**config.mk**
```make
export PLATFORM = sky130hd
export DESIGN_NAME = thermal_fan_pwm_controller
export DESIGN_NICKNAME = d
export VERILOG_FILES = /design/src/hw/rtl/tfpc_pkg.sv /design/src/hw/rtl/thermal_fan_pwm_controller.sv /design/src/hw/rtl/tfpc_calc.sv
export SDC_FILE = /design/constraint.sdc
export NUM_CORES = 1
export LEC_CHECK = 0
export ABC_AREA = 0
export BUFFER_PORTS_ARGS = -buffer_cell sky130_fd_sc_hd__buf_4
export CAP_MARGIN = 5
export CORE_MARGIN = 8
export CORE_UTILIZATION = 61
export CTS_CLUSTER_SIZE = 16
export DETAILED_ROUTE_END_ITERATION = 12
export PLACE_DENSITY = 0.78
export SLEW_MARGIN = 20
export SYNTH_ARGS = -nofsm -noshare
export SYNTH_HDL_FRONTEND = slang
export SYNTH_SLANG_ARGS = --single-unit
```
**constraint.sdc**
```tcl
create_clock -name clk -period 16.8 [get_ports clk]
set_input_delay 2.52 -clock clk [delete_from_list [all_inputs] [get_ports clk]]
set_output_delay 2.52 -clock clk [all_outputs]
set_load 0.05 [all_outputs]
```
**src/hw/rtl/tfpc_pkg.sv**
```systemverilog
`timescale 1ns / 1ps
// ----------------------------------------------------------------------------
// tfpc_pkg
// Types, codes and reset values shared by the thermal fan PWM controller.
// ----------------------------------------------------------------------------
package tfpc_pkg;

    typedef enum logic [1:0] {
        PHASE_NORMAL = 2'd0,
        PHASE_FAILED = 2'd1
    } phase_t;

    localparam logic [1:0] STATUS_OK       = 2'd0;
    localparam logic [1:0] STATUS_READ_ERR = 2'd1;
    localparam logic [1:0] STATUS_FAULT    = 2'd2;

    localparam logic [2:0] REG_CURVE_TEMP_LOW   = 3'd0;
    localparam logic [2:0] REG_CURVE_PWM_MIN    = 3'd1;
    localparam logic [2:0] REG_CURVE_PWM_MAX    = 3'd2;
    localparam logic [2:0] REG_CURVE_GAIN       = 3'd3;
    localparam logic [2:0] REG_HYSTERESIS_DEG   = 3'd4;
    localparam logic [2:0] REG_READ_ERROR_LIMIT = 3'd5;
    localparam logic [2:0] REG_SWITCH_TEMP_REF  = 3'd6;
    localparam logic [2:0] REG_FAULT_PWM        = 3'd7;

    localparam logic [7:0] RST_CURVE_TEMP_LOW   = 8'd35;
    localparam logic [7:0] RST_CURVE_PWM_MIN    = 8'd122;
    localparam logic [7:0] RST_CURVE_PWM_MAX    = 8'd255;
    localparam logic [7:0] RST_CURVE_GAIN       = 8'd12;
    localparam logic [3:0] RST_HYSTERESIS_DEG   = 4'd2;
    localparam logic [3:0] RST_READ_ERROR_LIMIT = 4'd5;
    localparam logic [7:0] RST_SWITCH_TEMP_REF  = 8'd63;
    localparam logic [7:0] RST_FAULT_PWM        = 8'd255;

    // temperatures are two's complement bit patterns
    typedef struct packed {
        logic [7:0] curve_temp_low;
        logic [7:0] curve_pwm_min;
        logic [7:0] curve_pwm_max;
        logic [7:0] curve_gain;
        logic [3:0] hysteresis_deg;
        logic [3:0] read_error_limit;
        logic [7:0] switch_temp_ref;
        logic [7:0] fault_pwm;
    } cfg_t;

    typedef struct packed {
        logic [7:0] air_temp;
        logic       air_temp_ok;
        logic [7:0] chip_temp;
        logic       chip_temp_ok;
        logic       fan_bad;
        logic       psu_bad;
    } item_t;

    typedef struct packed {
        logic       started;
        logic [7:0] kept_air_temp;
        logic [7:0] kept_chip_temp;
        logic [7:0] last_pwm;
        logic [3:0] read_error_count;
        phase_t     fault_phase;
    } state_t;

    typedef struct packed {
        logic       pwm_write;
        logic [7:0] pwm_value;
        logic [1:0] status;
    } result_t;

endpackage

```
**src/hw/rtl/thermal_fan_pwm_controller.sv**
```systemverilog
`timescale 1ns / 1ps
// ----------------------------------------------------------------------------
// thermal_fan_pwm_controller
// Fan PWM command from air and switch chip temperatures, with read error
// counting, fault override and recovery.
// ----------------------------------------------------------------------------
//  channel   handshake                payload
//  in        in_valid / in_ready      air_temp, air_temp_ok, chip_temp,
//                                     chip_temp_ok, fan_bad, psu_bad
//  out       out_valid / out_ready    pwm_write, pwm_value, fan_percent, status
//  cfg       cfg_we                   cfg_index, cfg_data
//
//  One request per cycle sustained while out_ready is high; a request moves
//  from the input register into the result register once that one is free.
//  The input register, the decision logic and the result register form one
//  pass; controller state updates as the result register loads.
//  A stalled result holds in the result register while one more request waits
//  in the input register; in_ready drops only when both are full.
//  rst_n clears state, configuration to defaults and both valid flags.
// ----------------------------------------------------------------------------
module thermal_fan_pwm_controller (
    input  logic       clk,
    input  logic       rst_n,

    input  logic       in_valid,
    output logic       in_ready,
    input  logic [7:0] air_temp,
    input  logic       air_temp_ok,
    input  logic [7:0] chip_temp,
    input  logic       chip_temp_ok,
    input  logic       fan_bad,
    input  logic       psu_bad,

    output logic       out_valid,
    input  logic       out_ready,
    output logic       pwm_write,
    output logic [7:0] pwm_value,
    output logic [6:0] fan_percent,
    output logic [1:0] status,

    input  logic       cfg_we,
    input  logic [2:0] cfg_index,
    input  logic [7:0] cfg_data
);
    import tfpc_pkg::*;

    // 100/255 scaled by 2^16, rounded up
    localparam logic [14:0] PCT_RECIP = 15'd25701;

    cfg_t    cfg_reg;
    state_t  state_reg;
    state_t  state_next;
    item_t   item_reg;
    logic    in_vld_reg;
    result_t calc_res;
    result_t out_reg;
    logic    out_vld_reg;
    logic    advance;
    logic [22:0] pct_prod;

    assign advance  = in_vld_reg && (!out_vld_reg || out_ready);
    assign in_ready = !in_vld_reg || advance;

    always_ff @(posedge clk or negedge rst_n)
    begin
        if (!rst_n)
        begin
            cfg_reg.curve_temp_low   <= RST_CURVE_TEMP_LOW;
            cfg_reg.curve_pwm_min    <= RST_CURVE_PWM_MIN;
            cfg_reg.curve_pwm_max    <= RST_CURVE_PWM_MAX;
            cfg_reg.curve_gain       <= RST_CURVE_GAIN;
            cfg_reg.hysteresis_deg   <= RST_HYSTERESIS_DEG;
            cfg_reg.read_error_limit <= RST_READ_ERROR_LIMIT;
            cfg_reg.switch_temp_ref  <= RST_SWITCH_TEMP_REF;
            cfg_reg.fault_pwm        <= RST_FAULT_PWM;
        end
        else if (cfg_we)
        begin
            unique case (cfg_index)
                REG_CURVE_TEMP_LOW:   cfg_reg.curve_temp_low   <= cfg_data;
                REG_CURVE_PWM_MIN:    cfg_reg.curve_pwm_min    <= cfg_data;
                REG_CURVE_PWM_MAX:    cfg_reg.curve_pwm_max    <= cfg_data;
                REG_CURVE_GAIN:       cfg_reg.curve_gain       <= cfg_data;
                REG_HYSTERESIS_DEG:   cfg_reg.hysteresis_deg   <= cfg_data[3:0];
                REG_READ_ERROR_LIMIT: cfg_reg.read_error_limit <= cfg_data[3:0];
                REG_SWITCH_TEMP_REF:  cfg_reg.switch_temp_ref  <= cfg_data;
                REG_FAULT_PWM:        cfg_reg.fault_pwm        <= cfg_data;
                default:              ;
            endcase
        end
    end

    always_ff @(posedge clk or negedge rst_n)
    begin
        if (!rst_n)
        begin
            in_vld_reg <= 1'b0;
        end
        else if (in_valid && in_ready)
        begin
            in_vld_reg <= 1'b1;
        end
        else if (advance)
        begin
            in_vld_reg <= 1'b0;
        end
    end

    always_ff @(posedge clk)
    begin
        if (in_valid && in_ready)
        begin
            item_reg.air_temp     <= air_temp;
            item_reg.air_temp_ok  <= air_temp_ok;
            item_reg.chip_temp    <= chip_temp;
            item_reg.chip_temp_ok <= chip_temp_ok;
            item_reg.fan_bad      <= fan_bad;
            item_reg.psu_bad      <= psu_bad;
        end
    end

    tfpc_calc u_calc (
        .cfg        (cfg_reg),
        .item       (item_reg),
        .state      (state_reg),
        .result     (calc_res),
        .state_next (state_next)
    );

    always_ff @(posedge clk or negedge rst_n)
    begin
        if (!rst_n)
        begin
            state_reg.started          <= 1'b0;
            state_reg.kept_air_temp    <= 8'd0;
            state_reg.kept_chip_temp   <= 8'd0;
            state_reg.last_pwm         <= 8'd0;
            state_reg.read_error_count <= 4'd0;
            state_reg.fault_phase      <= PHASE_NORMAL;
        end
        else if (advance)
        begin
            state_reg <= state_next;
        end
    end

    always_ff @(posedge clk or negedge rst_n)
    begin
        if (!rst_n)
        begin
            out_vld_reg <= 1'b0;
        end
        else if (advance)
        begin
            out_vld_reg <= 1'b1;
        end
        else if (out_ready)
        begin
            out_vld_reg <= 1'b0;
        end
    end

    always_ff @(posedge clk)
    begin
        if (advance)
        begin
            out_reg <= calc_res;
        end
    end

    // percent from the held duty; value is zero whenever no write is commanded
    assign pct_prod    = {15'b0, out_reg.pwm_value} * {8'b0, PCT_RECIP};
    assign fan_percent = pct_prod[22:16];

    assign out_valid = out_vld_reg;
    assign pwm_write = out_reg.pwm_write;
    assign pwm_value = out_reg.pwm_value;
    assign status    = out_reg.status;

endmodule

```
**src/hw/rtl/tfpc_calc.sv**
```systemverilog
`timescale 1ns / 1ps
// ----------------------------------------------------------------------------
// tfpc_calc
// Per-tick decision logic: curve, switch offset term, error and fault
// handling. Produces the result and the next controller state.
// ----------------------------------------------------------------------------
module tfpc_calc (
    input  tfpc_pkg::cfg_t    cfg,
    input  tfpc_pkg::item_t   item,
    input  tfpc_pkg::state_t  state,
    output tfpc_pkg::result_t result,
    output tfpc_pkg::state_t  state_next
);
    import tfpc_pkg::*;

    // reciprocals scaled by 2^16, rounded up; exact for magnitudes up to 255
    localparam logic [18:0] CHIP_STEP_RECIP = 19'd501351;  // 765/100
    localparam logic [16:0] CHIP_REF_RECIP  = 17'd66847;   // 102/100

    logic signed [8:0]  air_rel;
    logic signed [17:0] curve_prod;
    logic signed [18:0] curve_raw;
    logic signed [18:0] curve_clip;
    logic [7:0]         curve_pwm;

    logic [7:0]         chip_sel;
    logic signed [8:0]  chip_step;
    logic [8:0]         chip_step_neg;
    logic [7:0]         chip_step_mag;
    logic [26:0]        step_prod;
    logic signed [12:0] step_term;
    logic signed [8:0]  chip_ofs;
    logic [8:0]         chip_ofs_neg;
    logic [7:0]         chip_ofs_mag;
    logic [24:0]        ofs_prod;
    logic signed [12:0] ofs_term;
    logic signed [12:0] switch_term;
    logic signed [12:0] pick;
    logic [7:0]         new_pwm;

    logic signed [8:0]  air_move;
    logic [8:0]         air_move_neg;
    logic [7:0]         air_move_mag;
    logic               hold;
    logic [3:0]         err_count_inc;
    logic               recover;

    // clamped linear curve
    always_comb
    begin
        air_rel    = $signed({item.air_temp[7], item.air_temp})
                   - $signed({cfg.curve_temp_low[7], cfg.curve_temp_low});
        curve_prod = $signed({1'b0, cfg.curve_gain}) * air_rel;
        curve_raw  = $signed({curve_prod[17], curve_prod})
                   + $signed({11'b0, cfg.curve_pwm_min});
        curve_clip = curve_raw;
        if (curve_clip >= $signed({11'b0, cfg.curve_pwm_max}))
        begin
            curve_clip = $signed({11'b0, cfg.curve_pwm_max});
        end
        if (curve_clip <= $signed({11'b0, cfg.curve_pwm_min}))
        begin
            curve_clip = $signed({11'b0, cfg.curve_pwm_min});
        end
        curve_pwm = curve_clip[7:0];
    end

    // switch chip offset term, divisions truncate toward zero
    always_comb
    begin
        chip_sel      = item.chip_temp_ok ? item.chip_temp : state.kept_chip_temp;

        chip_step     = $signed({chip_sel[7], chip_sel})
                      - $signed({state.kept_chip_temp[7], state.kept_chip_temp});
        chip_step_neg = 9'(-chip_step);
        chip_step_mag = chip_step[8] ? chip_step_neg[7:0] : chip_step[7:0];
        step_prod     = {19'b0, chip_step_mag} * {8'b0, CHIP_STEP_RECIP};
        step_term     = $signed({2'b0, step_prod[26:16]});
        if (chip_step[8])
        begin
            step_term = -step_term;
        end

        chip_ofs      = $signed({chip_sel[7], chip_sel})
                      - $signed({cfg.switch_temp_ref[7], cfg.switch_temp_ref});
        chip_ofs_neg  = 9'(-chip_ofs);
        chip_ofs_mag  = chip_ofs[8] ? chip_ofs_neg[7:0] : chip_ofs[7:0];
        ofs_prod      = {17'b0, chip_ofs_mag} * {8'b0, CHIP_REF_RECIP};
        ofs_term      = $signed({4'b0, ofs_prod[24:16]});
        if (chip_ofs[8])
        begin
            ofs_term = -ofs_term;
        end

        switch_term = $signed({5'b0, state.last_pwm}) + step_term + ofs_term;
        pick = (switch_term > $signed({5'b0, curve_pwm})) ? switch_term
                                                          : $signed({5'b0, curve_pwm});
        if (pick < 13'sd0)
        begin
            new_pwm = 8'd0;
        end
        else if (pick > 13'sd255)
        begin
            new_pwm = 8'd255;
        end
        else
        begin
            new_pwm = pick[7:0];
        end
    end

    always_comb
    begin
        air_move      = $signed({item.air_temp[7], item.air_temp})
                      - $signed({state.kept_air_temp[7], state.kept_air_temp});
        air_move_neg  = 9'(-air_move);
        air_move_mag  = air_move[8] ? air_move_neg[7:0] : air_move[7:0];
        hold          = air_move_mag < {4'b0, cfg.hysteresis_deg};
        err_count_inc = (state.read_error_count == 4'd15) ? 4'd15
                                                          : state.read_error_count + 4'd1;
        recover       = state.fault_phase == PHASE_FAILED;

        state_next       = state;
        result.pwm_write = 1'b0;
        result.pwm_value = 8'd0;
        result.status    = STATUS_OK;

        if (!state.started)
        begin
            state_next.started        = 1'b1;
            state_next.kept_air_temp  = item.air_temp;
            state_next.kept_chip_temp = item.chip_temp;
            state_next.last_pwm       = curve_pwm;
            result.pwm_write          = 1'b1;
            result.pwm_value          = curve_pwm;
        end
        else if (!item.air_temp_ok)
        begin
            state_next.read_error_count = err_count_inc;
            result.status               = STATUS_READ_ERR;
            if (err_count_inc > cfg.read_error_limit)
            begin
                result.pwm_write = 1'b1;
                result.pwm_value = cfg.fault_pwm;
            end
        end
        else if (item.fan_bad || item.psu_bad)
        begin
            state_next.read_error_count = 4'd0;
            state_next.fault_phase      = PHASE_FAILED;
            result.pwm_write            = 1'b1;
            result.pwm_value            = cfg.fault_pwm;
            result.status               = STATUS_FAULT;
        end
        else
        begin
            state_next.read_error_count = 4'd0;
            state_next.fault_phase      = PHASE_NORMAL;
            if (!hold || recover)
            begin
                state_next.kept_air_temp  = item.air_temp;
                state_next.kept_chip_temp = chip_sel;
                state_next.last_pwm       = new_pwm;
                result.pwm_write          = 1'b1;
                result.pwm_value          = new_pwm;
            end
        end
    end

endmodule
```
==> results.tsv, run 1 <==
stage	metric	value	unit
global_routing	antenna_found_initial	0	
global_routing	grt_overflow_total	0	
synthesis	syn_inst	1838	
synthesis	syn_nets	2314	
synthesis	yosysWarnings	0	
critical_path	r2r_start	item_reg[2]$_DFFE_PP_	
routing	drcViolationCount	0	
timing	max_freq	75.0	MHz
global_routing	grt_usage	0.241	
floorplan	design.die.area	33600	um^2
critical_path	cp.required	16.97	ns
critical_path	end_kind	flop	
clock_network	clk_pin_slew	0.06	ns
routing	via_count	13266	
routing	drtIter0Drc	715	
floorplan	fp.dieW	183	um
clock_network	clock_latency	0.43	ns
floorplan	initial_core_util	0.617	
min_path	hp-class	flop to flop	
synthesis	synth-edff-count	31	
outcome	status	complete, no violations	
cells_and_area	drive_above_1_share	0.127	
floorplan	ioPinCount	56	
floorplan	rows	61	
clock_network	hold_buffers	0	
global_routing	grt_pass1_vias	13809	
cells_and_area	fill_cells	2172	
critical_path	startpoint_type	flop	
synthesis	synth_top_area_frac	0.227	
floorplan	core_area	27700	um^2
critical_path	r2r_slack	3.47	ns
critical_path	cp_max_fo	16	
critical_path	path_buf_inv	7	
placement	hpwlAfterDp	32400	um
timing	fin_crit_sh	0.793	
synthesis	synth_top_cell_by_area	ha_1	
global_routing	grt_pass1_wl	66400	um
cells_and_area	areaGrowthSynthToFinish	8.59	%
cells_and_area	regArea	3180	um^2
clock_network	clockRootBuffer	clkbuf_16	
synthesis	ys.flop_type	dfrtp_1	
floorplan	die_h	183	um
min_path	hold_path_startpoint	state_reg[17]$_DFFE_PN0P_	
clock_network	cts_sinks	119	
critical_path	critPathTopFamily	adder cells	
clock_network	cts_made_buffers	17	
routing	ant_nets	0	
critical_path	r2r_cells	57	
clock_network	cts_setup_buffers	0	
critical_path	arrival	13.50	ns
timing	grt_setup_unrepaired	false	
timing	drv_slew	0	
placement	finalWeightedCongestion	0.927	
timing	tns	0	ns
clock_network	cts_tree	yes	
critical_path	rr_endpoint	pwm_value[1]$_DFFE_PP_	
min_path	hold_end	state_reg[17]$_DFFE_PN0P_	
timing	tightest_slew	1.04	ns
cells_and_area	fin_nets	2369	
clock_network	clk_path_buf_depth	2	
critical_path	max_stage_delay	0.66	ns
routing	vias_per_cell	5.81	
synthesis	ys_seq_area_frac	0.186	
synthesis	syn_avg_cell_area	9.30	um^2
clock_network	cts_resized	0	
routing	wire_per_inst	17.4	um
min_path	whs_path_depth	1	
synthesis	synthArstFlopShare	0.739	
global_routing	grt_max_degree	68	
synthesis	yosysUniqueCellTypes	98	
timing	fin_skew	0.00962	ns
routing	wl	39600	um
timing	hold_violations	0	
timing	max_slew_margin	0.307	
cells_and_area	multiInputGateArea	12600	um^2
synthesis	syn_area	17100	um^2
placement	port_buffers	55	
cells_and_area	diodes	0	
routing	drtPass1Iterations	5	
critical_path	cpMaxStageDelayCell	xnor2_1	
timing	layout_min_cycle_time	13.33	ns
synthesis	ys_ff_latch	119	
timing	finalSetupViolCount	0	
critical_path	critical_path_class	flop to flop	
job	drv_cap	0	
clock_network	htree_num_levels	4	
synthesis	synthTopCellsByArea	ha_1 (23%), fa_1 (15%), dfrtp_1 (7.8%)	
cells_and_area	largest_reg_flops	56	
==> cells in the final DEF (no fill, tap or decap), drive strengths merged, types with 14 or more instances in the layout <==
cell,count
fa,130
xnor2,67
dfrtp,53
nand3,24
a21oi,94
edfxtp,31
ha,310
o21ai,105
nor3,28
inv,322
nor2,78
and2,41
clkbuf,17
a21o,22
nand2,148
buf,63
xor2,31
dfstp,35
nor2b,14
mux2,55
nand2b,29
==> how the worst max path moves through the flow <==
stage,slack (ns),start,to,depth (start not counted)
after floorplan,5.02,item_reg[2]$_DFFE_PP_,pwm_value[7]$_DFFE_PP_,60
after global placement,4.11,item_reg[2]$_DFFE_PP_,pwm_value[1]$_DFFE_PP_,58
after detailed placement,3.76,item_reg[2]$_DFFE_PP_,pwm_value[1]$_DFFE_PP_,57
after CTS,3.64,item_reg[2]$_DFFE_PP_,pwm_value[1]$_DFFE_PP_,57
after global routing,2.52,item_reg[2]$_DFFE_PP_,pwm_value[0]$_DFFE_PP_,58
final,3.47,item_reg[2]$_DFFE_PP_,pwm_value[1]$_DFFE_PP_,57
==> area by class of cell <==
cell class / count / area share
clock buffers: 17 / 0.0229
clock inverters: 15 / 0.0111
inverters: 312 / 0.0631
multi-input cells: 1380 / 0.681
flip-flops and latches: 119 / 0.171
well taps: 378 / 0.0255
repair buffers: 63 / 0.0255
==> Yosys cell counts, drive strengths merged (10+ instances only) <==
| cell | n |
|---|---|
| a21oi | 94 |
| dfrtp | 53 |
| nand3 | 24 |
| o21ai | 105 |
| nor2b | 14 |
| o211ai | 13 |
| clkbuf | 21 |
| dfstp | 35 |
| a21o | 22 |
| inv | 312 |
| nand2 | 148 |
| mux2 | 55 |
| edfxtp | 31 |
| nor2 | 78 |
| nand2b | 29 |
| ha | 310 |
| xnor2 | 67 |
| or2 | 10 |
| a211oi | 13 |
| and3 | 10 |
| xor2 | 31 |
| fa | 130 |
| nor3 | 28 |
| mux2i | 12 |
| and2 | 41 |
==> stage by stage <==
step | utilization | worst slack [ns] | hold WS, ns | cells | cell area (um^2)
floorplan | - | 5.02 | 0.456 | 1838 | 17100
global placement | 0.647 | 4.11 | 0.470 | 2252 | 17900
detailed placement | 0.647 | 3.76 | 0.494 | 2252 | 17900
CTS | 0.670 | 3.64 | 0.509 | 2284 | 18600
global route | 0.670 | 2.52 | 0.516 | 2284 | 18600
finish | 0.670 | 3.47 | 0.505 | 2284 | 18600
==> kinds of logic (layout without fill, tap and decap cells) <==
family	after synthesis	after routing	synth area share
buffers and inverters	339	407	0.0749
AOI/OAI and AO/OA	350	350	0.138
and+or+nand+nor	423	423	0.123
muxes	67	67	0.0442
DFF	119	119	0.186
xor gates and xnor gates	98	98	0.0546
adders and majority gates	442	442	0.380
==> routing by layer <==
layer / track usage / up-vias / wire length (um)
li1: - / 6359 / -
met1: 0.292 / 6470 / 16500
met2: 0.443 / 349 / 20600
met3: 0.0251 / 88 / 1530
met4: 0.0748 / 0 / 972
met5: 0 / - / 0
Power of run 1 is not shown: default switching activity piles up to over one toggle a cycle in this logic, so the estimate is an artifact.
==> run 2, diff against run 1 <==
--- a/config.mk
+++ b/config.mk
@@ -5,7 +5,7 @@
 export SDC_FILE = /design/constraint.sdc
 export NUM_CORES = 1
 export LEC_CHECK = 0
-export ABC_AREA = 0
+export ABC_AREA = 1
 export BUFFER_PORTS_ARGS = -buffer_cell sky130_fd_sc_hd__buf_4
 export CAP_MARGIN = 5
 export CORE_MARGIN = 8
==> constraint.sdc (replaced) <==
create_clock -name clk -period 13.25 [get_ports clk]
set_input_delay 1.9875 -clock clk [delete_from_list [all_inputs] [get_ports clk]]
set_output_delay 1.9875 -clock clk [all_outputs]
set_load 0.05 [all_outputs]
==> run 2 against run 1 <==
Compared with the run above: setup slack got worse by 2.2 ns; clock-buffer cell count up 6; die area grew 5.4%; first-iteration DRC count grew 24%; worst hold slack lost 0.019 ns; largest cell class unchanged; area after synthesis rose by 6.0%.
==> results.tsv, run 2 <==
stage	metric	value	unit
routing	drtIter0Drc	886	
timing	layout_min_cycle_time	11.96	ns
clock_network	clockRootBuffer	clkbuf_16	
clock_network	cts_setup_buffers	0	
critical_path	critPathTopFamily	adder cells	
synthesis	synthTopCellsByArea	ha_1 (21%), fa_1 (14%), nand2_1 (11%)	
timing	max_freq	83.6	MHz
clock_network	cts_made_buffers	17	
critical_path	cpMaxStageDelayCell	edfxtp_1	
critical_path	cp.required	13.53	ns
global_routing	grt_overflow_total	0	
cells_and_area	largest_reg_flops	56	
clock_network	cts_resized	0	
critical_path	arrival	12.23	ns
placement	hpwlAfterDp	37600	um
routing	drtPass1Iterations	6	
clock_network	clock_latency	0.42	ns
floorplan	design.die.area	35500	um^2
critical_path	startpoint_type	flop	
critical_path	critical_path_class	flop to flop	
synthesis	netlist_top_cells_count	nand2_1 (515), inv_1 (512), ha_1 (310)	
routing	via_count	15710	
cells_and_area	fin_nets	2940	
critical_path	cp-endpoint	pwm_value[1]$_DFFE_PP_	
cells_and_area	final_common_cell	nand2_1	
cells_and_area	final_cell_mix	nand2_1 (515), inv_1 (512), ha_1 (310), nor2_1 (160), fa_1 (130)	
clock_network	hold_buffers	0	
synthesis	yosysUniqueCellTypes	52	
critical_path	rr_endpoint	pwm_value[1]$_DFFE_PP_	
placement	port_buffers	55	
timing	max_slew_margin	0.396	
critical_path	crit_cells	54	
critical_path	cp_max_fo	16	
outcome	status	complete, no violations	
routing	ant_nets	0	
timing	finalSetupViolCount	0	
timing	tightest_slew	0.906	ns
routing	drcViolationCount	0	
routing	wire_per_inst	15.7	um
synthesis	synthArstFlopShare	0.739	
synthesis	syn_area	18100	um^2
synthesis	synth_top_area_frac	0.214	
floorplan	ioPinCount	56	
clock_network	cts_sinks	119	
critical_path	end_kind	flop	
critical_path	worst_path_most_repeated_cell	nand2_1	
timing	hold_violations	0	
critical_path	r2r_slack	1.29	ns
min_path	hp-class	flop to flop	
floorplan	fp.dieW	188	um
timing	tns	0	ns
synthesis	ys_seq_area_frac	0.175	
cells_and_area	diodes	0	
global_routing	grt_pass1_wl	75100	um
routing	vias_per_cell	5.48	
synthesis	ys_ff_latch	119	
placement	finalWeightedCongestion	0.940	
critical_path	startpoint	item_reg[2]$_DFFE_PP_	
cells_and_area	postLayoutCoreUtil	0.662	
global_routing	grt_usage	0.256	
critical_path	r2r_cells	54	
cells_and_area	fill_cells	2494	
floorplan	rows	63	
routing	wl	45100	um
clock_network	cts_tree	yes	
global_routing	grt_pass1_vias	15856	
synthesis	synth-edff-count	31	
synthesis	synth.most_common_cell	nand2_1	
floorplan	initial_core_util	0.614	
timing	drv_slew	0	
timing	grt_setup_unrepaired	false	
critical_path	path_buf_inv	6	
clock_network	clk_pin_slew	0.05	ns
synthesis	ys.flop_type	dfrtp_1	
cells_and_area	areaGrowthSynthToFinish	7.74	%
clock_network	clk_path_buf_depth	2	
critical_path	r2r_start	item_reg[2]$_DFFE_PP_	
floorplan	core_area	29500	um^2
synthesis	yosysWarnings	0	
synthesis	syn_avg_cell_area	7.53	um^2
global_routing	grt_max_degree	62	
clock_network	htree_num_levels	4	
critical_path	max_stage_delay	0.60	ns
global_routing	antenna_found_initial	0	
synthesis	syn_inst	2407	
synthesis	synth_top_cell_by_area	ha_1	
timing	fin_skew	0.00759	ns
timing	fin_crit_sh	0.902	
floorplan	die_h	188	um
synthesis	syn_nets	2883	
job	drv_cap	0	
cells_and_area	drive_above_1_share	0.0771	
==> run 2: kinds of logic after synthesis <==
logic type | share of synthesized area
and+or+nand+nor | 0.221
AOI/OAI and AO/OA | 0.0942
buffers and inverters | 0.114
DFF | 0.175
xor gates and xnor gates | 0.0372
adders and majority gates | 0.358
==> run 2: final cells by class <==
class / instances / area [um^2] / share of cell area
Clock buffer: 23 / 479 / 0.0246
Clock inverter: 9 / 90.1 / 0.00462
Multi-Input combinational cell: 1746 / 12900 / 0.660
Timing Repair Buffer: 62 / 465 / 0.0238
Inverter: 518 / 1940 / 0.0996
Tap cell: 390 / 488 / 0.0250
Sequential cell: 119 / 3180 / 0.163
==> run 2: worst min path at each step <==
stage                                    startpoint                   endpoint  slack, ns  depth (start not counted)
final                     state_reg[21]$_DFFE_PN0P_  state_reg[21]$_DFFE_PN0P_       0.49                          2
after global routing      state_reg[21]$_DFFE_PN0P_  state_reg[21]$_DFFE_PN0P_       0.50                          2
after CTS                 state_reg[15]$_DFFE_PN0P_  state_reg[15]$_DFFE_PN0P_       0.48                          2
after detailed placement  state_reg[15]$_DFFE_PN0P_  state_reg[15]$_DFFE_PN0P_       0.47                          2
after global placement    state_reg[16]$_DFFE_PN0P_  state_reg[16]$_DFFE_PN0P_       0.47                          2
after floorplan           state_reg[15]$_DFFE_PN0P_  state_reg[15]$_DFFE_PN0P_       0.45                          2
==> run 2: worst register-to-register path, delay by kind of cell (launching register included) <==
family / cells / cell delay (ns)
fa+ha+maj: 11 / 4.13
simple gates: 22 / 3.12
compound gates: 11 / 2.23
xor+xnor: 4 / 1.02
buf+inv: 6 / 0.71
flops: 1 / 0.60
==> run 2: through the flow <==
stage	area (um^2)	setup slack [ns]	cells	hold WS (ns)
after floorplan	18100	2.88	2407	0.452
after global placement	18900	1.85	2835	0.466
after detailed placement	18900	1.53	2835	0.470
after CTS	19500	1.41	2867	0.484
after global routing	19500	0.403	2867	0.504
final	19500	1.29	2867	0.485
==> run 2: routing by layer <==
layer  part of all wire  track usage  up-vias
met4              0.040        0.100        0
met2               0.50        0.463      439
met5                  0            0        -
li1                   -            -     7780
met3              0.042       0.0257      100
met1               0.42        0.308     7391
Power of run 2 is left out for the same reason.
